`config.mk`:
```
export PLATFORM = sky130hd
export DESIGN_NAME = wea_store
export DESIGN_NICKNAME = d
export VERILOG_FILES = /design/src/design/windowed_entropy_autocorrelation_core_assert.svh /design/src/design/wea_store.sv
export SDC_FILE = /design/constraint.sdc
export NUM_CORES = 1
export LEC_CHECK = 0
export ABC_AREA = 0
export BUFFER_PORTS_ARGS = -buffer_cell sky130_fd_sc_hd__buf_2
export CAP_MARGIN = 10
export CORE_ASPECT_RATIO = 2
export CORE_MARGIN = 5
export CORE_UTILIZATION = 40
export DETAILED_ROUTE_END_ITERATION = 16
export GPL_TIMING_DRIVEN = 1
export MAX_ROUTING_LAYER = met4
export PLACE_DENSITY_LB_ADDON = 0.2
export SYNTH_ARGS = -nofsm -noshare
export SYNTH_HDL_FRONTEND = slang
export SYNTH_SLANG_ARGS = --single-unit
```
`constraint.sdc`:
```
create_clock -name clk -period 7 [get_ports clk]
set_clock_uncertainty 0.15 [all_clocks]
set_input_delay 0.7 -clock clk [delete_from_list [all_inputs] [get_ports clk]]
set_output_delay 0.7 -clock clk [all_outputs]
set_load 0.05 [all_outputs]
```
`src/design/windowed_entropy_autocorrelation_core_assert.svh`:
```
// Assertion macros for the windowed entropy autocorrelation core.
// Expects clk and arst_n in the scope where a macro is used.
`ifndef WINDOWED_ENTROPY_AUTOCORRELATION_CORE_ASSERT_SVH
`define WINDOWED_ENTROPY_AUTOCORRELATION_CORE_ASSERT_SVH

// Same-cycle implication.
`define WEA_ASSERT_HOLDS(label, ante, cons, msg) \
	label: assert property (@(posedge clk) disable iff (!arst_n) (ante) |-> (cons)) \
		else $error(msg);

// Next-cycle implication.
`define WEA_ASSERT_NEXT(label, ante, cons, msg) \
	label: assert property (@(posedge clk) disable iff (!arst_n) (ante) |=> (cons)) \
		else $error(msg);

`endif

```
`src/design/wea_store.sv`:
```
// Entropy store: synchronous memory, one write port and two registered read ports.
// Depends on nothing but its parameters.
module wea_store #(
	parameter int DEPTH = 64,
	parameter int AW    = 6,
	parameter int W     = 18
) (
	input  logic          clk,
	input  logic          we,
	input  logic [AW-1:0] waddr,
	input  logic [W-1:0]  wdata,
	input  logic [AW-1:0] raddr_a,
	input  logic [AW-1:0] raddr_b,
	output logic [W-1:0]  rdata_a,
	output logic [W-1:0]  rdata_b
);
	logic [W-1:0] mem [DEPTH];

	always_ff @(posedge clk) begin
		if (we) begin
			mem[waddr] <= wdata;
		end
		rdata_a <= mem[raddr_a];
		rdata_b <= mem[raddr_b];
	end
endmodule

```
==> flow_metrics.tcl <==
set metrics [dict create \
    status "completed" \
    grt_setup_unrepaired "no" \
    finalWirelength_mm 193.9 \
    min_path_type "in -> reg" \
    max-clock-path-buffers 3 \
    synth_area_leader_cell "sky130_fd_sc_hd__edfxtp_1" \
    cp-end-kind "register" \
    setup_bufs_post_cts 0 \
    min_from "raddr_a[5]" \
    htree_levels 3 \
    drt_pass1_iterations 6 \
    growth_of_design_area_from_synthesis_to_finish_pct 11.18 \
    die-width_um 270.7 \
    routed_wirelength_normalized_by_instance_count_um 42.33 \
    synth_seq_area_share_pct 64.93 \
    synth-warning-count 0 \
    synthArstFlopShare_pct 0 \
    numPlacedInstances 4372 \
    vdd_ir_drop_max_mv 0.2133 \
    post_synth_main_area_contributors "sky130_fd_sc_hd__edfxtp_1, sky130_fd_sc_hd__mux4_2, sky130_fd_sc_hd__mux2i_1, sky130_fd_sc_hd__dfxtp_1, sky130_fd_sc_hd__mux2_2" \
    most_instantiated_flip_flop_cell_in_the_synthesis_netlist "sky130_fd_sc_hd__edfxtp_1" \
    synth_edf_count 1152 \
    layout.nets 2782 \
    maxSlewViolCount 0 \
    final_report_setup_violation_count 0 \
    rows 191 \
    drc 0 \
    fp.coreArea_sq_um 135300 \
    achievable-frequency_mhz 250.8 \
    port-buffer-count 73 \
    first_pass_grt_wire_length_mm 264.4 \
    worstSetupPathType "in -> reg" \
    hold_depth 2 \
    tritoncts.num_buffers 105 \
    worstReg2RegEnd "rdata_b[3]" \
    setup_total_negative_slack_ps 0 \
    finalNonFillerCells 4581 \
    worst_hold_path.endpoint "rdata_a[13]" \
    crit_start "raddr_a[0]" \
    path_clk_slew_ps 70 \
    number_of_cells_on_the_worst_reg_to_reg_path 4 \
    ioPinCount 74 \
    origin_of_the_critical_flop_to_flop_path "mem[45][3]" \
    drt.antenna.violating_nets 0 \
    maximum_number_of_pins_on_one_net_before_global_route_repair 94 \
    power.static_leakage_nw 18.66 \
    synth-seq-cells 1188 \
    design.die.area_sq_um 143900 \
    insertion_delay_ps 730 \
    globalRoute.totalOverflow 0 \
    maxCapViolCount 0 \
    timing_worst_slew_pin_value_ps 1351 \
    worst-endpoint-arrival_ps 4380 \
    cts.hold.buffers_added 0 \
    timing.final.crit_period_ps 3988 \
    required_ps 7400 \
    minimum_hold_slack_ps 193.7 \
    postSynthNetCount 2743 \
    worstPathMaxFanout 72 \
    clock_sinks 1188 \
    synth_cells 2705 \
    cts_resized 0 \
    grt_pass1_vias 31700 \
    r2r_slack_ps 4320 \
    maxSlewHeadroom_pct 9.618 \
    num_vias 30410 \
    yosys.cell_types.count 43 \
    power.density_nw_per_um2 256.6 \
    route.detailed.vias_per_inst 6.637 \
    drive_gt1_share_pct 35.25 \
    ctsRootBufferMaster "sky130_fd_sc_hd__clkbuf_16" \
    track_usage_pct 27.30 \
    timing.final.hold_violations 0 \
    netlist_area_sq_um 54380 \
    crit_path_start_kind "input pin" \
    post-dp-hpwl_mm 126.8 \
    antenna_found_initial 14 \
    initial_core_util_pct 40.21 \
    tritoncts "yes" \
    synthesis.area_per_instance_sq_um 20.11 \
    initialDrtViolationCount 3420 \
    die_h_um 531.5 \
    synth_largest_type_area_fraction_pct 63.61 \
    gpl_congestion 0.9208 \
    fin_crit_sh_pct 56.97 \
]
==> worst max path at each step <==
stage / to / slack (ps) / cells after the start
2_1_floorplan: mem[48][0] / 3970 / 4
3_3_place_gp: rdata_a[8] / 1960 / 6
3_5_place_dp: rdata_a[15] / 2160 / 6
4_1_cts: rdata_a[15] / 2930 / 6
5_1_grt: rdata_a[7] / 2880 / 6
6_report: rdata_a[7] / 3010 / 6
==> sequential cells by signal, summed over array words and instances (netlist names) <==
| name | flops |
|---|---|
| mem | 1152 |
| rdata_a | 18 |
| rdata_b | 18 |
==> Yosys cell counts (5+ instances only) <==
cell,number
sky130_fd_sc_hd__o2bb2ai_1,9
sky130_fd_sc_hd__nand2b_1,5
sky130_fd_sc_hd__o21ai_0,24
sky130_fd_sc_hd__o31ai_1,5
sky130_fd_sc_hd__a31oi_1,19
sky130_fd_sc_hd__buf_6,18
sky130_fd_sc_hd__a221oi_1,49
sky130_fd_sc_hd__buf_4,45
sky130_fd_sc_hd__a2111oi_0,13
sky130_fd_sc_hd__buf_2,65
sky130_fd_sc_hd__buf_1,20
sky130_fd_sc_hd__o211ai_1,8
sky130_fd_sc_hd__edfxtp_1,1152
sky130_fd_sc_hd__clkbuf_1,73
sky130_fd_sc_hd__nor3_1,6
sky130_fd_sc_hd__a21o_1,13
sky130_fd_sc_hd__a21oi_1,55
sky130_fd_sc_hd__nor2b_1,25
sky130_fd_sc_hd__nor2_1,69
sky130_fd_sc_hd__o22ai_1,20
sky130_fd_sc_hd__nand2_1,103
sky130_fd_sc_hd__dfxtp_1,36
sky130_fd_sc_hd__a22oi_1,9
sky130_fd_sc_hd__o221ai_1,24
sky130_fd_sc_hd__a211oi_1,32
sky130_fd_sc_hd__o21ai_1,8
sky130_fd_sc_hd__mux2_2,50
sky130_fd_sc_hd__mux2i_1,133
sky130_fd_sc_hd__mux4_2,568
sky130_fd_sc_hd__nand3_1,25
==> worst max-delay path: stages <==
cell and delay [ps]:
sky130_fd_sc_hd__buf_8 620, sky130_fd_sc_hd__nand2_1 1010, sky130_fd_sc_hd__a211oi_1 560, sky130_fd_sc_hd__a221oi_1 110, sky130_fd_sc_hd__a221oi_1 1020, sky130_fd_sc_hd__a2111oi_0 170
==> where the power goes <==
| group | total [W] | switching (W) | internal [W] |
|---|---|---|---|
| clock network | 0.00610 | 0.00270 | 0.00340 |
| registers | 0.00792 | 0.0000451 | 0.00787 |
| logic | 0.00150 | 0.000996 | 0.000501 |
| total | 0.0155 | 0.00374 | 0.0118 |
==> logic make-up (layout without fill, tap and decap cells) <==
logic type | after synthesis | in the layout | share of synthesized area, %
flip-flops | 1188 | 1188 | 64.93
multiplexers | 751 | 751 | 27.01
AO/OA/AOI/OAI | 290 | 290 | 3.739
AND/OR/NAND/NOR | 253 | 253 | 2.075
buffers and inverters | 223 | 352 | 2.248
other | 0 | 10 | 0
==> through the flow <==
| stage | setup WS (ps) | util (%) | total power (W) | cell area [sq um] |
|---|---|---|---|---|
| floorplan | 3975 | - | 0.008905 | 54380 |
| CTS | 2934 | 44.67 | 0.01558 | 60430 |
| global route | 2883 | 44.69 | 0.01588 | 60450 |
| finish | 3012 | 44.70 | 0.01552 | 60460 |
| detailed placement | 2162 | 42.07 | 0.009563 | 56900 |
| global placement | 1962 | 42.04 | 0.009536 | 56870 |
==> cell type report <==
class                           instances  area, sq um
Timing Repair Buffer                  153         1160
Tap cell                             1737         2173
Multi-Input combinational cell       1294        18260
Sequential cell                      1188        35310
Antenna cell                           10        25.02
Clock inverter                         53        566.8
Inverter                                2        8.758
Clock buffer                          144         2962
Fill cell                           11460        74800
==> layout by cell type (no fill, tap or decap), types with 43 or more instances in the layout <==
cell	count
sky130_fd_sc_hd__a21oi_1	55
sky130_fd_sc_hd__a221oi_1	48
sky130_fd_sc_hd__buf_2	66
sky130_fd_sc_hd__buf_4	67
sky130_fd_sc_hd__clkbuf_16	111
sky130_fd_sc_hd__edfxtp_1	1152
sky130_fd_sc_hd__mux2_2	50
sky130_fd_sc_hd__mux2i_1	133
sky130_fd_sc_hd__mux4_2	568
sky130_fd_sc_hd__nand2_1	103
sky130_fd_sc_hd__nor2_4	43
==> metal layers <==
metal,global-route usage [%],vias to the layer above,wire (um)
met5,-,-,0
met4,22.37,0,21360
met3,3.721,533,12860
met2,45.54,1653,98390
met1,28.80,16430,61300
li1,-,11790,-
No activity file was read; power rests on OpenSTA's default activity.
