===== src/design/windowed_entropy_autocorrelation_core_assert.svh =====
// Assertion macros for the windowed entropy autocorrelation core.
// Expects clk and arst_n in the scope where a macro is used.
`ifndef WINDOWED_ENTROPY_AUTOCORRELATION_CORE_ASSERT_SVH
`define WINDOWED_ENTROPY_AUTOCORRELATION_CORE_ASSERT_SVH

// Same-cycle implication.
`define WEA_ASSERT_HOLDS(label, ante, cons, msg) \
	label: assert property (@(posedge clk) disable iff (!arst_n) (ante) |-> (cons)) \
		else $error(msg);

// Next-cycle implication.
`define WEA_ASSERT_NEXT(label, ante, cons, msg) \
	label: assert property (@(posedge clk) disable iff (!arst_n) (ante) |=> (cons)) \
		else $error(msg);

`endif


===== src/design/wea_pkg.sv =====
// Shared constants, codes and state type of the windowed entropy autocorrelation core.
// No dependencies.
package wea_pkg;

	localparam int FRAC_BITS          = 16;
	localparam int MAX_WINDOW         = 4096;
	localparam int MAX_SUBWINDOW_SIZE = 256;
	localparam int MAX_SUBWINDOWS_DEF = 64;

	localparam int WIN_W     = 13;
	localparam int SUB_W     = 9;
	localparam int ENT_W     = FRAC_BITS + 2;
	localparam int LOG_INT_W = $clog2(SUB_W);
	localparam int LOG_W     = LOG_INT_W + FRAC_BITS;
	localparam int T_W       = SUB_W + LOG_W + 2;
	localparam int MANT_FB   = 30;
	localparam int MANT_W    = MANT_FB + 1;
	localparam int NUM_W     = 32;
	localparam int RES_W     = 20;
	localparam int STAT_W    = 2;

	localparam logic [RES_W-1:0] OUT_SAT = {RES_W{1'b1}};
	localparam logic [ENT_W-1:0] ENT_MAX = {ENT_W{1'b1}};

	localparam logic [0:0] CFG_WINDOW    = 1'b0;
	localparam logic [0:0] CFG_SUBWINDOW = 1'b1;

	typedef enum logic [STAT_W-1:0] {
		STAT_OK   = 2'd0,
		STAT_FEW  = 2'd1,
		STAT_FLAT = 2'd2
	} status_t;

	typedef enum logic [4:0] {
		ST_IDLE,
		ST_CNT_SEL,
		ST_CNT_LOG,
		ST_CNT_ACC,
		ST_LN_START,
		ST_LN_WAIT,
		ST_ENT_START,
		ST_ENT_DIV,
		ST_ACF_CHECK,
		ST_SUM,
		ST_MEAN_START,
		ST_MEAN_DIV,
		ST_VAR,
		ST_LAG,
		ST_FRAC0,
		ST_FRAC1,
		ST_FRAC_STEP,
		ST_TERM_START,
		ST_TERM_DIV,
		ST_RES_START,
		ST_RES_DIV,
		ST_EMIT
	} state_t;

endpackage


===== src/design/wea_log2.sv =====
// Iterative fixed-point log2: one mantissa squaring per cycle, FRAC_BITS fraction bits.
// Depends on wea_pkg.
module wea_log2 (
	input  logic                       clk,
	input  logic                       arst_n,
	input  logic                       start,
	input  logic [wea_pkg::SUB_W-1:0]  x,
	output logic                       busy,
	output logic                       done,
	output logic [wea_pkg::LOG_W-1:0]  value
);
	import wea_pkg::*;

	localparam int CW = $clog2(FRAC_BITS + 1);

	logic [LOG_INT_W-1:0]      msb;
	logic [SUB_W+MANT_FB-1:0]  mant_wide;
	logic [2*MANT_W-1:0]       sq;
	logic [MANT_W:0]           m2;
	logic [LOG_INT_W-1:0]      msb_q;
	logic [MANT_W-1:0]         mant_q;
	logic [FRAC_BITS-1:0]      frac_q;
	logic [CW-1:0]             cnt_q;
	logic                      busy_q;
	logic                      done_q;

	always_comb begin
		msb = '0;
		for (int b = 0; b < SUB_W; b++) begin
			if (x[b]) begin
				msb = LOG_INT_W'(b);
			end
		end
		mant_wide = {x, {MANT_FB{1'b0}}} >> msb;
		sq        = mant_q * mant_q;
		m2        = sq[2*MANT_W-1:MANT_FB];
	end

	always_ff @(posedge clk or negedge arst_n) begin
		if (!arst_n) begin
			busy_q <= 1'b0;
			done_q <= 1'b0;
			cnt_q  <= '0;
			msb_q  <= '0;
			mant_q <= '0;
			frac_q <= '0;
		end else begin
			done_q <= 1'b0;
			if (start) begin
				busy_q <= 1'b1;
				cnt_q  <= '0;
				msb_q  <= msb;
				mant_q <= mant_wide[MANT_W-1:0];
				frac_q <= '0;
			end else if (busy_q) begin
				// square of two or more: emit a one and halve
				if (m2[MANT_W]) begin
					mant_q <= m2[MANT_W:1];
					frac_q <= {frac_q[FRAC_BITS-2:0], 1'b1};
				end else begin
					mant_q <= m2[MANT_W-1:0];
					frac_q <= {frac_q[FRAC_BITS-2:0], 1'b0};
				end
				cnt_q <= cnt_q + 1'b1;
				if (cnt_q == CW'(FRAC_BITS - 1)) begin
					busy_q <= 1'b0;
					done_q <= 1'b1;
				end
			end
		end
	end

	assign busy  = busy_q;
	assign done  = done_q;
	assign value = {msb_q, frac_q};
endmodule


===== config.mk =====
export PLATFORM = sky130hd
export DESIGN_NAME = wea_log2
export DESIGN_NICKNAME = d
export VERILOG_FILES = /design/src/design/windowed_entropy_autocorrelation_core_assert.svh /design/src/design/wea_pkg.sv /design/src/design/wea_log2.sv
export SDC_FILE = /design/constraint.sdc
export NUM_CORES = 2
export LEC_CHECK = 0
export ABC_AREA = 0
export BUFFER_PORTS_ARGS = -buffer_cell sky130_fd_sc_hd__buf_2
export CAP_MARGIN = 20
export CORE_ASPECT_RATIO = 0.8
export CORE_MARGIN = 1.5
export CORE_UTILIZATION = 47
export DETAILED_ROUTE_END_ITERATION = 10
export SYNTH_ARGS = -nofsm -noshare
export SYNTH_HDL_FRONTEND = slang
export SYNTH_SLANG_ARGS = --single-unit

===== constraint.sdc =====
create_clock -name clk -period 9.4 [get_ports clk]
set_input_delay 0.94 -clock clk [delete_from_list [all_inputs] [get_ports clk]]
set_output_delay 0.94 -clock clk [all_outputs]
set_load 0.02 [all_outputs]

==> impl_metrics.csv <==
group,metric,value,unit
run_status,status,"finished clean",
timing,rsz0062_at_grt,"no",
hold_path,min-delay-start,"msb_q[2]$_DFFE_PN0P_",
clocking,cts_resized,0,
floorplanning,dieArea,64800,um2
synthesis,ys.warnings.count,0,
routing,postRouteAntennaNets,0,
synthesis,avgSynthCellArea,9.405,um2
floorplanning,initial_core_util,0.4751,
hold_path,hold_class,"reg2reg",
grt,antenna_found_initial,0,
synthesis,synth_top_area_share,0.5029,
setup_path,crit_path_max_fanout,21,
place,gp_congestion,0.9189,
clocking,clock_sink_count,58,
clocking,cts_buffer_depth,2,
timing,finalHoldViolCount,0,
floorplanning,rows,82,
routing,drc_errors,0,
hold_path,holdPathStages,1,
floorplanning,fp.dieW,284.2,um
finish,multiInputGateArea,24340,um2
routing,drt-total-wl,77.65,mm
grt,grt_pass1_vias,22738,
finish,fin_util,0.4998,
timing,clock.fmax,111.9,MHz
grt,grt_pass1_wl,127.7,mm
place,dp.final_hpwl,66.03,mm
grt,grt_max_degree,64,
routing,drt_first_pass_iters,5,
clocking,cts_setup_buffers,0,
setup_path,timing.rr.start,"mant_q[18]$_DFFE_PN0P_",
setup_path,endpoint_kind,"flip-flop",
setup_path,rr_worst_depth,25,
clocking,cts_buffers,9,
hold_path,hold-path-endpoint,"msb_q[2]$_DFFE_PN0P_",
setup_path,crit_required,9.58,ns
run,max_cap_viol_count,0,
timing,skew,0.009831,ns
synthesis,ys_types,73,
floorplanning,core,62590,um2
clocking,worstSkewPairLatency,0.34,ns
floorplanning,die_h,228.0,um
setup_path,reg2reg_slack,0.46,ns
timing,min_period_over_period,0.9508,
timing,tns,0,ns
synthesis,seq_area_frac_synth,0.04881,
grt,grt_use_total,0.2518,
synthesis,synth_flop_cell,"dfrtp_1",
place,io_buffers,33,
synthesis,ys_ff_latch,58,
routing,vias,20598,
timing,slew_headroom,0.3379,
timing,worst_slew_pin_slew,0.9932,ns
synthesis,synth-async-reset-ratio,1.000,
setup_path,arrival,9.12,ns
grt,overflow,0,
clocking,cts_tree,"yes",
setup_path,max_stage_delay,0.95,ns
synthesis,synth_top_cell_by_area,"fa_1",
place,dpl_cell_area,30980,um2
finish,filler_cell_count,5888,
setup_path,r2r_end,"mant_q[3]$_DFFE_PN0P_",
finish,area_growth,5.179,%
finish,num-nets-final,4175,
floorplanning,ios,34,
timing,slew_viol_final,0,
setup_path,critical_path_class,"reg2reg",
synthesis,synth_area,29740,um2
clocking,clkTransAtPathRegs,0.06,ns
finish,finalInstanceArea,31280,um2
synthesis,syn_inst,3162,
synthesis,synth_enable_flop_cells,0,
timing,fin_crit,8.937,ns
setup_path,crit_path_start_kind,"flip-flop",
clocking,htreeDepth,3,
synthesis,synth.area.top_cells,"fa_1 (50%), inv_1 (12%), ha_1 (11%), dfrtp_1 (4.9%), and2_1 (4.0%)",
timing,finalSetupViolations,0,
clocking,holdBufCountCts,0,
routing,wl_per_cell,19.46,um
setup_path,critPathSlowestCell,"dfrtp_1",
setup_path,crit_path_frequent_cell,"fa_1",
clocking,cts_root_buf,"clkbuf_16",
finish,diodes,0,
synthesis,synth_nets,4191,
finish,ff_latch_area,1456,um2
routing,first_iter_violations,1380,
routing,vias_per_cell,5.162,
finish,drive_gt1_frac,0.04349,
cell usage after synthesis (all sizes together), types with 4 or more instances:
master  number
inv        919
fa         747
nand2      288
ha         270
and2       191
clkbuf     104
nor2       103
a21oi       67
dfrtp       58
a21o        50
mux2i       44
o21ai       44
xnor2       33
xor2        27
a211oi      21
buf         20
nand4       19
nor3        17
nor2b       15
nand3       14
and3        13
a31oi       10
or2          6
a31o         5
nand2b       5
o21a         5
o21bai       5
o31a         5
o22ai        4
o31ai        4
or3          4
cells by family after synthesis:
family,count (synthesis),share of synthesized area
AO/OA/AOI/OAI,253,0.05773
XOR/XNOR,60,0.01767
adder cells (fa/ha/maj),1017,0.6165
buffers and inverters,1044,0.1328
flip-flops,58,0.04881
multiplexers,48,0.01670
AND/OR/NAND/NOR,682,0.1098
per-layer routing:
metal	share of wire	global-route usage
met1	0.48	0.3867
met2	0.45	0.3909
met3	0.062	0.03370
met4	0.011	0.03042
met5	0	0
critical path, delay by kind of cell (launching register included):
family / cells / cell delay, ns
DFF: 1 / 0.95
adders and majority gates: 9 / 4.39
and+or+nand+nor: 3 / 0.82
AOI/OAI and AO/OA: 7 / 1.86
buffers and inverters: 5 / 0.50
muxes: 1 / 0.24
cells in the final DEF (no fill, tap or decap), types with 3 or more instances in the layout:
| master | instances |
|---|---|
| a2111oi_0 | 3 |
| a211oi_1 | 20 |
| a21o_1 | 50 |
| a21oi_1 | 66 |
| a31o_2 | 4 |
| a31oi_1 | 10 |
| and2_1 | 191 |
| and3_1 | 13 |
| buf_2 | 33 |
| buf_4 | 60 |
| clkbuf_16 | 9 |
| clkinv_2 | 3 |
| dfrtp_1 | 54 |
| dfrtp_2 | 4 |
| fa_1 | 747 |
| ha_1 | 270 |
| inv_1 | 919 |
| mux2_2 | 3 |
| mux2i_1 | 44 |
| nand2_1 | 288 |
| nand2b_1 | 5 |
| nand3_1 | 14 |
| nand4_1 | 19 |
| nor2_1 | 103 |
| nor2b_1 | 15 |
| nor3_1 | 16 |
| o211ai_1 | 3 |
| o21a_1 | 5 |
| o21ai_0 | 36 |
| o21ai_1 | 7 |
| o21bai_1 | 5 |
| o22ai_1 | 4 |
| o31a_1 | 5 |
| o31ai_1 | 3 |
| or2_2 | 6 |
| or3_1 | 4 |
| xnor2_1 | 33 |
| xor2_1 | 27 |
registers in the layout (all words and copies together), names as in the netlist:
name / count
msb_q: 4
busy: 1
mant_q: 31
done: 1
frac_q: 16
cnt_q: 5
how the worst max path moves through the flow:
stage,from,end,slack [ns]
3_5_place_dp,mant_q[12]$_DFFE_PN0P_,mant_q[3]$_DFFE_PN0P_,0.45
2_1_floorplan,mant_q[12]$_DFFE_PN0P_,mant_q[28]$_DFFE_PN0P_,1.59
4_1_cts,mant_q[12]$_DFFE_PN0P_,mant_q[3]$_DFFE_PN0P_,0.41
6_report,mant_q[18]$_DFFE_PN0P_,mant_q[3]$_DFFE_PN0P_,0.46
5_1_grt,mant_q[18]$_DFFE_PN0P_,mant_q[0]$_DFFE_PN0P_,0.09
3_3_place_gp,mant_q[12]$_DFFE_PN0P_,mant_q[28]$_DFFE_PN0P_,0.60
stage by stage:
stage | std cells | hold WS [ns] | setup WS [ns]
2_1_floorplan | 3162 | 0.4971 | 1.585
3_3_place_gp | 3973 | 0.4772 | 0.6015
5_1_grt | 3990 | 0.5108 | 0.08989
3_5_place_dp | 3974 | 0.4691 | 0.4537
4_1_cts | 3989 | 0.4828 | 0.4126
6_report | 3990 | 0.4777 | 0.4626
final cells by class:
cell class,instances,area share
multi-input cells,2060,0.7781
inverters,920,0.1104
flip-flops and latches,58,0.04656
well taps,840,0.03360
repair buffers,97,0.02272
clock buffers,10,0.007641
clock inverters,5,0.001000
Power is not shown: default switching activity piles up to over one toggle a cycle in this logic, so the estimate is an artifact.
