[config.mk]
export PLATFORM = sky130hd
export DESIGN_NAME = wea_div
export DESIGN_NICKNAME = d
export VERILOG_FILES = /design/src/design/windowed_entropy_autocorrelation_core_assert.svh /design/src/design/wea_div.sv
export SDC_FILE = /design/constraint.sdc
export NUM_CORES = 1
export LEC_CHECK = 0
export BUFFER_PORTS_ARGS = -buffer_cell sky130_fd_sc_hd__buf_2
export CAP_MARGIN = 10
export CORE_AREA = 2 2 97 99
export CTS_CLUSTER_DIAMETER = 30
export DETAILED_ROUTE_END_ITERATION = 7
export DIE_AREA = 0 0 99 101
export SYNTH_ARGS = -nofsm -noshare
export SYNTH_HDL_FRONTEND = slang
export SYNTH_SLANG_ARGS = --single-unit
[constraint.sdc]
create_clock -name clk -period 4.46 [get_ports clk]
set_clock_uncertainty 0.05 [all_clocks]
set_input_delay 0.223 -clock clk [delete_from_list [all_inputs] [get_ports clk]]
set_output_delay 0.223 -clock clk [all_outputs]
set_load 0.005 [all_outputs]
[src/design/windowed_entropy_autocorrelation_core_assert.svh]
// Assertion macros for the windowed entropy autocorrelation core.
// Expects clk and arst_n in the scope where a macro is used.
`ifndef WINDOWED_ENTROPY_AUTOCORRELATION_CORE_ASSERT_SVH
`define WINDOWED_ENTROPY_AUTOCORRELATION_CORE_ASSERT_SVH

// Same-cycle implication.
`define WEA_ASSERT_HOLDS(label, ante, cons, msg) \
	label: assert property (@(posedge clk) disable iff (!arst_n) (ante) |-> (cons)) \
		else $error(msg);

// Next-cycle implication.
`define WEA_ASSERT_NEXT(label, ante, cons, msg) \
	label: assert property (@(posedge clk) disable iff (!arst_n) (ante) |=> (cons)) \
		else $error(msg);

`endif

[src/design/wea_div.sv]
// Restoring divider, one quotient bit per cycle, DW quotient bits per division.
// Depends on nothing but its parameters; divisor must be nonzero.
module wea_div #(
	parameter int DW = 32,
	parameter int VW = 9
) (
	input  logic          clk,
	input  logic          arst_n,
	input  logic          start,
	input  logic [DW-1:0] dividend,
	input  logic [VW-1:0] divisor,
	output logic          busy,
	output logic          done,
	output logic [DW-1:0] quotient
);
	localparam int CW = $clog2(DW + 1);

	logic [VW-1:0] dvs_q;
	logic [VW-1:0] rem_q;
	logic [DW-1:0] dvd_q;
	logic [CW-1:0] cnt_q;
	logic          busy_q;
	logic          done_q;
	logic [VW:0]   shifted;
	logic          fits;

	assign shifted = {rem_q, dvd_q[DW-1]};
	assign fits    = shifted >= {1'b0, dvs_q};

	always_ff @(posedge clk or negedge arst_n) begin
		if (!arst_n) begin
			busy_q <= 1'b0;
			done_q <= 1'b0;
			cnt_q  <= '0;
			dvs_q  <= '0;
			rem_q  <= '0;
			dvd_q  <= '0;
		end else begin
			done_q <= 1'b0;
			if (start) begin
				busy_q <= 1'b1;
				cnt_q  <= '0;
				dvs_q  <= divisor;
				rem_q  <= '0;
				dvd_q  <= dividend;
			end else if (busy_q) begin
				// quotient bits shift in where dividend bits leave
				if (fits) begin
					rem_q <= VW'(shifted - {1'b0, dvs_q});
				end else begin
					rem_q <= shifted[VW-1:0];
				end
				dvd_q <= {dvd_q[DW-2:0], fits};
				cnt_q <= cnt_q + 1'b1;
				if (cnt_q == CW'(DW - 1)) begin
					busy_q <= 1'b0;
					done_q <= 1'b1;
				end
			end
		end
	end

	assign busy     = busy_q;
	assign done     = done_q;
	assign quotient = dvd_q;
endmodule

==> results of run 1 <==
-- worst paths after layout --
check	start	to	slack, ns	depth (start not counted)
worst max register to register	quotient[31]	rem_q[2]	2.04	8
worst min register to register	dvs_q[0]	dvs_q[0]	0.47	1
worst max-delay path	quotient[31]	rem_q[2]	2.04	8
max in group asynchronous	arst_n	busy	3.84	2
worst min-delay path	arst_n	quotient[26]	-0.02	2
min in group clk	dividend[11]	quotient[11]	0.04	3
-- layout by cell type (no fill, tap or decap), types with 3 or more instances in the layout --
cell type | synthesis | final
o211ai_1 | 3 | 3
clkbuf_8 | 0 | 10
clkinv_2 | 0 | 3
a311oi_1 | 4 | 4
buf_4 | 0 | 3
mux2i_1 | 34 | 34
ha_1 | 10 | 10
o21ai_0 | 45 | 45
buf_2 | 3 | 77
a21oi_1 | 6 | 6
inv_1 | 13 | 13
nor2_1 | 21 | 21
xor2_1 | 4 | 4
nand2b_1 | 3 | 3
nand3_1 | 6 | 6
nand4_1 | 3 | 3
xnor2_1 | 3 | 3
dfrtp_1 | 58 | 57
nand2_1 | 52 | 52
o21ai_1 | 4 | 4
-- metrics by stage --
| step | area (um^2) | power, mW |
|---|---|---|
| after global routing | 3760 | 1.90 |
| after detailed placement | 3580 | 1.35 |
| after floorplan | 3120 | 1.18 |
| final | 3760 | 1.76 |
| after global placement | 3580 | 1.34 |
| after CTS | 3760 | 1.78 |
-- cells by family (layout without fill, tap and decap cells) --
logic type | Yosys count | count (layout)
xor gates and xnor gates | 7 | 7
adders and majority gates | 11 | 11
DFF | 58 | 58
and+or+nand+nor | 98 | 98
AOI/OAI and AO/OA | 84 | 84
buffers and inverters | 32 | 109
muxes | 35 | 35
-- power by group through the flow --
| stage | sequential (mW) | combinational [mW] | clock [mW] |
|---|---|---|---|
| floorplan | 0.663 | 0.514 | 0 |
| CTS | 0.665 | 0.675 | 0.439 |
| global placement | 0.673 | 0.667 | 0 |
| finish | 0.665 | 0.673 | 0.426 |
| global route | 0.677 | 0.761 | 0.465 |
| detailed placement | 0.675 | 0.671 | 0 |
-- layer usage --
| metal | up-vias | track usage | routed length [um] |
|---|---|---|---|
| met5 | - | 0 | 0 |
| met4 | 0 | 0.0474 | 90 |
| met3 | 10 | 0.0388 | 404 |
| met2 | 69 | 0.216 | 3110 |
| met1 | 1235 | 0.208 | 3300 |
| li1 | 1295 | - | - |
-- cell type report --
class | instances | area [um^2] | share of cell area
flip-flops and latches | 58 | 1450 | 0.387
clock inverters | 5 | 30.0 | 0.00799
repair buffers | 80 | 408 | 0.109
well taps | 111 | 139 | 0.0370
inverters | 13 | 48.8 | 0.0130
multi-input cells | 235 | 1540 | 0.409
clock buffers | 11 | 141 | 0.0376
-- worst max-delay path, delay by kind of cell, from the launching register on --
family                   cells  cell delay, ns
adder cells (fa/ha/maj)      2            0.62
AND/OR/NAND/NOR              1            0.24
buffers and inverters        1            0.06
AO/OA/AOI/OAI                4            0.97
flip-flops                   1            0.39
-- flip-flops by register name, summed over array words and instances (netlist names) --
register / cells
busy: 1
quotient: 32
done: 1
rem_q: 9
dvs_q: 9
cnt_q: 6
==> key figures, run 1 <==
Outcome
  – Outcome: finished, violations left
  – Failing checks: negative hold slack

Synthesis
  – Post-synth EDFFs: 0
  – Yosys top cell by area: dfrtp_1
  – Sequential area share after synthesis: 0.465
  – Synth Area in XOR/XNOR: 0.0197
  – Synthesized area per cell: 9.60 um^2
  – Synth Register Bits: 58
  – Synth Area in Adders: 0.0465
  – Area contributors post-synth: dfrtp_1 (47%), mux2i_1 (11%), o21ai_0 (7.2%)
  – Fraction of synthesized area in multiplexers: 0.113
  – Ys Warns: 0
  – Synth top cells by count: dfrtp_1 (58), nand2_1 (52), o21ai_0 (45)
  – Count of different cell masters after synthesis: 49
  – Simple-Gate Fraction of Synth Area: 0.138
  – Synth Area in Compound Gates: 0.176
  – Main combinational cell family by area after synthesis: compound AO/OA/AOI/OAI gates
  – Syn nets: 380
  – Most frequent cell after synthesis: dfrtp_1
  – Asr flop ratio synth: 1.00
  – Synthesized area: 3120 um^2
  – Primary FF master, synth: dfrtp_1
  – Synthesized instance count: 325
  – Synth top area share: 0.465

Timing
  – Final Hold Viols: 15
  – Max-slew violations: 0
  – Unrepaired setup endpoints after global routing: false
  – Setup total negative slack: 0 ns
  – Slew HR: 0.407
  – Final Cycle Share: 0.542
  – Minimum clock period after layout: 2.42 ns
  – Fmax: 0.413 GHz
  – Final setup viols: 0
  – Setup WS post-layout: 2.04 ns
  – Final hold slack: -0.0182 ns
  – Worst-margin pin slew: 0.890 ns

Clock tree
  – Post_cts resized: 0
  – Total CTS buffers: 9
  – Clk buf depth: 2
  – CTS Hold Bufs: 0
  – Clock-pin transition on the worst setup and hold timing paths: 0.07 ns
  – Clk Latency, worst-skew pair: 0.34 ns
  – Root Buffer: clkbuf_8
  – H-tree levels: 3
  – CTS tree: built
  – Post-CTS Setup Repair Bufs: 0
  – Sink Count: 58

Worst setup path
  – Critical path endpoint category: flop
  – CP cell instances: inv_1 -> ha_1 -> fa_1 -> and2b_1 -> o22ai_2 -> a31oi_2 -> o21ai_1 -> a311oi_1
  – Worst-path maximum fanout: 9
  – Arrival @ worst endpoint: 2.61 ns
  – Required @ worst endpoint: 4.65 ns
  – Worst path max stage delay: 0.46 ns
  – Crit-path slowest cell: a31oi_2
  – Kind of critical path: flop to flop
  – Worst setup SP type: flop

Floorplanning
  – # rows: 35
  – Initial Util: 0.347
  – Die Area: 10000 um^2
  – Die Ht: 101 um
  – DIE WIDTH: 99 um
  – Core area: 8980 um^2
  – Io pins: 78

Power and ir drop
  – Combinational power share: 0.381
  – Reg power frac: 0.377
  – Int Pwr: 1.11 mW
  – Worst VDD drop: 0.000204 V
  – Clock share of power: 0.241
  – Power Dens Cells: 470 nW/um^2
  – Net Sw Frac: 0.370
  – Leakage: 2.01 nW
  – Net switching power: 0.653 mW

Global route
  – Grt total ovfl: 0
  – First-pass GRT wire length: 11.8 mm
  – Antenna violations before repair: 0
  – Largest net degree at the start of global routing: 61
  – Vias in the first global route: 2498
  – Total track usage: 0.146

Placed design
  – Input/output buffers: 77
  – Hpwl dp: 4.70 mm
  – Place WS: 2.06 ns
  – DP Cell Count: 497
  – GP Congestion: 0.833

Final layout
  – Ant. Diodes: 0
  – Share of cells above drive strength 1: 0.254
  – Fin nets: 452
  – Core Util, Final: 0.418
  – Synth-to-layout area growth: 20.4%
  – Final Non-Filler Cells: 513
  – Fillers: 890

Detailed routing
  – 1st-iter DRT viols: 151
  – DR vias/cell: 5.09
  – Drt first pass iters: 4
  – Final wirelength: 6.91 mm
  – Via count: 2609
  – DR DRC count: 0
  – Post-DRT Antenna Nets: 0
  – Wirelength per Cell: 13.5 um

Flow run
  – Maxcap violations: 0

Hold path
  – Worst Hold Class: input pin to async pin
Note: power is estimated with default switching activity, not from simulation.
==> run 2: changes to the inputs <==
==> constraint.sdc (replaced) <==
create_clock -name clk -period 2.1 [get_ports clk]
set_clock_uncertainty 0.05 [all_clocks]
set_input_delay 0.105 -clock clk [delete_from_list [all_inputs] [get_ports clk]]
set_output_delay 0.105 -clock clk [all_outputs]
set_load 0.005 [all_outputs]
==> run 2 against run 1 <==
  * The run ends with negative setup slack left
  * Combinational power increased to 3.2 times the previous value
  * Largest power group unchanged
  * Via count increased by 11%
  * Count of clock-buffer cells in the layout unchanged
  * Die area unchanged
  * Sequential power increased by 110%
  * Fmax increased by 10%
==> key figures, run 2 (same netlist as run 1, synthesis figures left out) <==
Outcome
  – Outcome: finished, violations left
  – Failing checks: negative setup slack

Global route
  – First-pass GRT wire length: 13.0 mm
  – Largest net degree at the start of global routing: 59
  – Antenna violations before repair: 0
  – Total track usage: 0.161
  – Grt total ovfl: 0
  – Vias in the first global route: 2761

Final layout
  – Fillers: 802
  – Core Util, Final: 0.512
  – Synth-to-layout area growth: 47.3%
  – Ant. Diodes: 0
  – Max reg flops: 32
  – Share of cells above drive strength 1: 0.315
  – Fin nets: 529
  – Area taken by multi-input logic gates: 1630 um^2
  – Commonest non-fill, non-tap cell in the layout: buf_2
  – Commonest cells after routing, fill and taps aside: buf_2 (77), dfrtp_1 (57), nand2_1 (51)
  – Final Non-Filler Cells: 590
  – Register area: 1450 um^2

Placed design
  – Input/output buffers: 77
  – DP Cell Count: 523
  – Hpwl dp: 5.12 mm
  – GP Congestion: 0.764

Hold path
  – Hold path depth: 2
  – Worst Hold Class: input pin to flop

Floorplanning
  – Initial Util: 0.347
  – Core area: 8980 um^2
  – DIE WIDTH: 99 um
  – Io pins: 78
  – # rows: 35
  – Die Ht: 101 um
  – Die Area: 10000 um^2

Worst setup path
  – Crit-path slowest cell: fa_2
  – R2r endpoint: rem_q[7]
  – Worst path max stage delay: 0.36 ns
  – Required @ worst endpoint: 2.25 ns
  – Critical path destination: rem_q[7]
  – CP startpoint: quotient[31]
  – Worst setup SP type: flop
  – Critical path endpoint category: flop
  – Kind of critical path: flop to flop
  – CP cell instances: inv_1 -> ha_2 -> fa_2 -> and2b_2 -> o22ai_4 -> a31o_4 -> buf_4 -> a32oi_1 -> o21ai_1
  – Arrival @ worst endpoint: 2.34 ns
  – Setup slack, reg-to-reg: -0.09 ns
  – Worst-path maximum fanout: 4
  – R2R Path Start: quotient[31]
  – R2R cell count: 9

Timing
  – Final hold slack: 0.209 ns
  – Final Cycle Share: 1.04
  – Slew HR: 0.613
  – Final Hold Viols: 0
  – Unrepaired setup endpoints after global routing: true
  – Final setup viols: 5
  – Setup WS post-layout: -0.0934 ns
  – Minimum clock period after layout: 2.19 ns
  – Setup total negative slack: -0.231 ns
  – Fmax: 0.456 GHz
  – Max-slew violations: 0
  – Worst-margin pin slew: 0.581 ns

Clock tree
  – H-tree levels: 3
  – Total CTS buffers: 9
  – Root Buffer: clkbuf_8
  – CTS tree: built
  – Sink Count: 58
  – Clk Latency, worst-skew pair: 0.34 ns
  – Clk buf depth: 2
  – Clock-pin transition on the worst setup and hold timing paths: 0.07 ns

Detailed routing
  – 1st-iter DRT viols: 233
  – DR vias/cell: 4.89
  – Final wirelength: 7.96 mm
  – Wirelength per Cell: 13.5 um
  – DR DRC count: 0
  – Post-DRT Antenna Nets: 0
  – Drt first pass iters: 4
  – Via count: 2885

Power and ir drop
  – Leakage: 2.39 nW
  – Worst VDD drop: 0.000471 V
  – Power Dens Cells: 1000 nW/um^2

Flow run
  – Maxcap violations: 0
-- run 2: cell types whose count changed in the layout (fill, tap and decap cells not counted), sizes merged --
cell         before  now
dlygate4sd3       0   42
buf              80  115
bufinv            0    1
clkinv            3    2
-- run 2: how the worst min path moves through the flow --
| stage | start | to |
|---|---|---|
| 6_report | start | cnt_q[3] |
| 5_1_grt | start | cnt_q[1] |
| 4_1_cts | start | cnt_q[3] |
| 3_5_place_dp | arst_n | quotient[26] |
| 3_3_place_gp | arst_n | quotient[26] |
| 2_1_floorplan | arst_n | busy |
-- run 2: area by class of cell --
type	count	share of cell area
clock buffer	11	0.0286
tap	111	0.0302
timing repair buffer	157	0.248
multi-input combinational	235	0.354
clock inverter	5	0.0120
inverter	13	0.0106
sequential	58	0.316
-- run 2: per-layer routing --
metal	track usage	part of all wire
met5	0	0
met4	0.0601	0.0069
met3	0.0416	0.050
met2	0.249	0.48
met1	0.219	0.46
-- run 2: critical path, delay by kind of cell, from the launching register on --
kind,cells,cell delay (ns)
DFF,1,0.34
adders and majority gates,2,0.55
AOI/OAI and AO/OA,4,0.68
and+or+nand+nor,1,0.26
buffers and inverters,2,0.18
-- run 2: report_power, final --
part / internal, mW / switching, mW
logic: 1.10 / 1.08
registers: 1.28 / 0.126
clock network: 0.544 / 0.467
total: 2.93 / 1.67
-- run 2: per-stage QoR --
stage / power [mW] / cell area, um^2 / setup slack [ns]
4_1_cts: 4.31 / 4460 / -0.0702
3_3_place_gp: 3.16 / 3820 / -0.00478
6_report: 4.61 / 4590 / -0.0934
3_5_place_dp: 3.18 / 3820 / -0.0486
2_1_floorplan: 2.50 / 3120 / -0.0450
5_1_grt: 4.93 / 4590 / -0.194
-- run 2: repair_timing --
| action | 4_1_cts | 5_1_grt |
|---|---|---|
| setup buffers | 2 | 7 |
| pin swaps | 3 | 10 |
| endpoints found under the setup margin | 4 | 10 |
| endpoints found under the hold margin | 99 | 0 |
| resized for setup | 4 | 18 |
| hold buffers | 42 | 0 |
==> run 3: changes to the inputs <==
--- a/config.mk
+++ b/config.mk
@@ -5,12 +5,13 @@
 export SDC_FILE = /design/constraint.sdc
 export NUM_CORES = 1
 export LEC_CHECK = 0
+export ABC_AREA = 1
 export BUFFER_PORTS_ARGS = -buffer_cell sky130_fd_sc_hd__buf_2
 export CAP_MARGIN = 10
-export CORE_AREA = 2 2 97 99
+export CORE_AREA = 2 2 96 98
 export CTS_CLUSTER_DIAMETER = 30
 export DETAILED_ROUTE_END_ITERATION = 7
-export DIE_AREA = 0 0 99 101
+export DIE_AREA = 0 0 98 100
 export SYNTH_ARGS = -nofsm -noshare
 export SYNTH_HDL_FRONTEND = slang
 export SYNTH_SLANG_ARGS = --single-unit
==> run 3 against run 2 <==
  * Sequential power is essentially flat
  * Global-route usage rose by 0.84 points
  * Via count grew 0.83%
  * Worst setup slack improved by 0.30 ns
  * Largest power group unchanged
  * Non-clock buffer count fell by 34
  * Clock power shrank 18%
  * First-iteration DRC count is 52% lower
  * Design area down 9.8%
  * Sequential share of layout area is 3.4 points higher
  * Largest cell class is now registers
  * The run now ends clean
  * Highest routed layer unchanged
==> key figures, run 3 <==
Outcome
  – Outcome: complete, no violations

Power and ir drop
  – Pwr Total: 3.82 mW
  – Reg power frac: 0.376
  – Int Pwr: 2.35 mW
  – Clock share of power: 0.216
  – Power Dens Cells: 922 nW/um^2
  – Net switching power: 1.48 mW
  – Leakage: 2.21 nW
  – Net Sw Frac: 0.386
  – Worst VDD drop: 0.000490 V
  – Combinational power share: 0.407

Detailed routing
  – Via count: 2909
  – DR DRC count: 0
  – Drt first pass iters: 4
  – 1st-iter DRT viols: 113
  – DR vias/cell: 4.69
  – Wirelength per Cell: 12.8 um
  – Post-DRT Antenna Nets: 0
  – Final wirelength: 7.91 mm

Timing
  – Final hold slack: 0.213 ns
  – Max-slew violations: 0
  – Worst-margin pin slew: 0.691 ns
  – Setup WS post-layout: 0.210 ns
  – Minimum clock period after layout: 1.89 ns
  – Final Hold Viols: 0
  – Fmax: 0.529 GHz
  – Setup total negative slack: 0 ns
  – Final Cycle Share: 0.900
  – Slew HR: 0.539
  – Unrepaired setup endpoints after global routing: false
  – Final setup viols: 0

Floorplanning
  – Core area: 8890 um^2
  – Io pins: 78
  – Die Ht: 100 um
  – Die Area: 9800 um^2
  – DIE WIDTH: 98 um
  – # rows: 35
  – Initial Util: 0.345

Worst setup path
  – CP cell instances: inv_1 -> ha_1 -> fa_1 -> inv_1 -> nand2_1 -> nand3_2 -> nand2_4 -> nand2_8 -> nand3_1 -> nand2_1 -> nand2_1
  – R2r endpoint: rem_q[7]
  – Crit-path slowest cell: fa_1
  – Kind of critical path: flop to flop
  – Required @ worst endpoint: 2.27 ns
  – Worst setup SP type: flop
  – Setup slack, reg-to-reg: 0.21 ns
  – Worst path top cell family by delay: adder cells
  – R2R cell count: 11
  – Bufs and invs on worst path: 2
  – Critical path endpoint category: flop
  – Arrival @ worst endpoint: 2.06 ns
  – R2R Path Start: quotient[31]
  – Crit path top cell by count: nand2_1
  – Worst-path maximum fanout: 10
  – Worst path max stage delay: 0.41 ns

Global route
  – Antenna violations before repair: 0
  – GR peak layer: met2
  – Vias in the first global route: 2926
  – Total track usage: 0.170
  – Met3 Usage GRT: 0.0418
  – Grt total ovfl: 0
  – Largest net degree at the start of global routing: 41
  – GRT met1 Usage: 0.200
  – First-pass GRT wire length: 13.5 mm
  – Met2 usage: 0.310

Final layout
  – Ant. Diodes: 0
  – Share of cells above drive strength 1: 0.206
  – Final Non-Filler Cells: 620
  – Commonest non-fill, non-tap cell in the layout: nand2_1
  – Synth-to-layout area growth: 35.2%
  – Max reg flops: 32
  – Commonest cells after routing, fill and taps aside: nand2_1 (144), buf_2 (77), dfrtp_1 (58)
  – Post-Layout Inst Area: 4140 um^2
  – Fin nets: 560
  – Core Util, Final: 0.466

Clock tree
  – Total CTS buffers: 9
  – Clk Latency, worst-skew pair: 0.33 ns
  – Clock-pin transition on the worst setup and hold timing paths: 0.07 ns
  – Post_cts resized: 0
  – Clk buf depth: 2
  – Sink Count: 58
  – H-tree levels: 3
  – CTS tree: built
  – Root Buffer: clkbuf_8

Synthesis
  – Synth top cells by count: nand2_1 (144), dfrtp_1 (58), inv_1 (55)
  – Syn nets: 440
  – Yosys top cell by area: dfrtp_1
  – Most frequent cell after synthesis: nand2_1
  – Synth top area share: 0.474
  – Post-synth EDFFs: 0
  – Area contributors post-synth: dfrtp_1 (47%), nand2_1 (18%), inv_1 (6.7%)
  – Ys Warns: 0
  – Sequential area share after synthesis: 0.474
  – Synth Register Bits: 58
  – Synthesized area: 3060 um^2
  – Synthesized instance count: 385
  – Synthesized area per cell: 7.96 um^2
  – Asr flop ratio synth: 1.00
  – Count of different cell masters after synthesis: 30
  – Primary FF master, synth: dfrtp_1

Flow run
  – Maxcap violations: 0

Placed design
  – Hpwl dp: 5.57 mm
  – Input/output buffers: 77
  – Place WS: 0.225 ns
  – DP Cell Count: 563
  – Placement Cell Area: 3570 um^2
  – GP Congestion: 0.845

Hold path
  – Worst Hold Class: input pin to async pin
-- run 3: layer usage --
layer | up-vias | share of wire
met4 | 0 | 0.0051
met2 | 76 | 0.52
met1 | 1354 | 0.43
met3 | 4 | 0.044
li1 | 1475 | -
met5 | - | 0
-- run 3: worst max path at each step --
stage                     cells after the start  slack, ns         start       end
after global routing                         12       0.06  quotient[31]  rem_q[4]
after global placement                       11       0.28  quotient[31]  rem_q[7]
after detailed placement                     11       0.23  quotient[31]  rem_q[7]
final                                        11       0.21  quotient[31]  rem_q[7]
after CTS                                    11       0.21  quotient[31]  rem_q[7]
after floorplan                              11       0.35  quotient[31]  rem_q[7]
-- run 3: cell families after synthesis --
family          share of synthesized area
simple gates                        0.279
buf+inv                            0.0878
flops                               0.474
compound gates                      0.104
fa+ha+maj                          0.0474
xor+xnor                          0.00858
-- run 3: layout make-up --
class	count	area (um^2)
timing repair buffer	123	848
multi-input combinational	257	1340
clock buffer	11	131
fill	858	4750
inverter	56	210
sequential	58	1450
clock inverter	4	20.0
tap	111	139
-- run 3: power groups by stage --
stage	clock network (mW)	registers, mW	logic (mW)
global placement	0	1.46	1.49
detailed placement	0	1.45	1.50
finish	0.827	1.44	1.56
CTS	0.857	1.44	1.57
global route	0.913	1.46	1.79
floorplan	0	1.43	1.12
-- run 3: timing repair --
action                                 CTS  global route
hold buffers                            42             0
setup buffers                            0             0
endpoints found under the hold margin   59             0
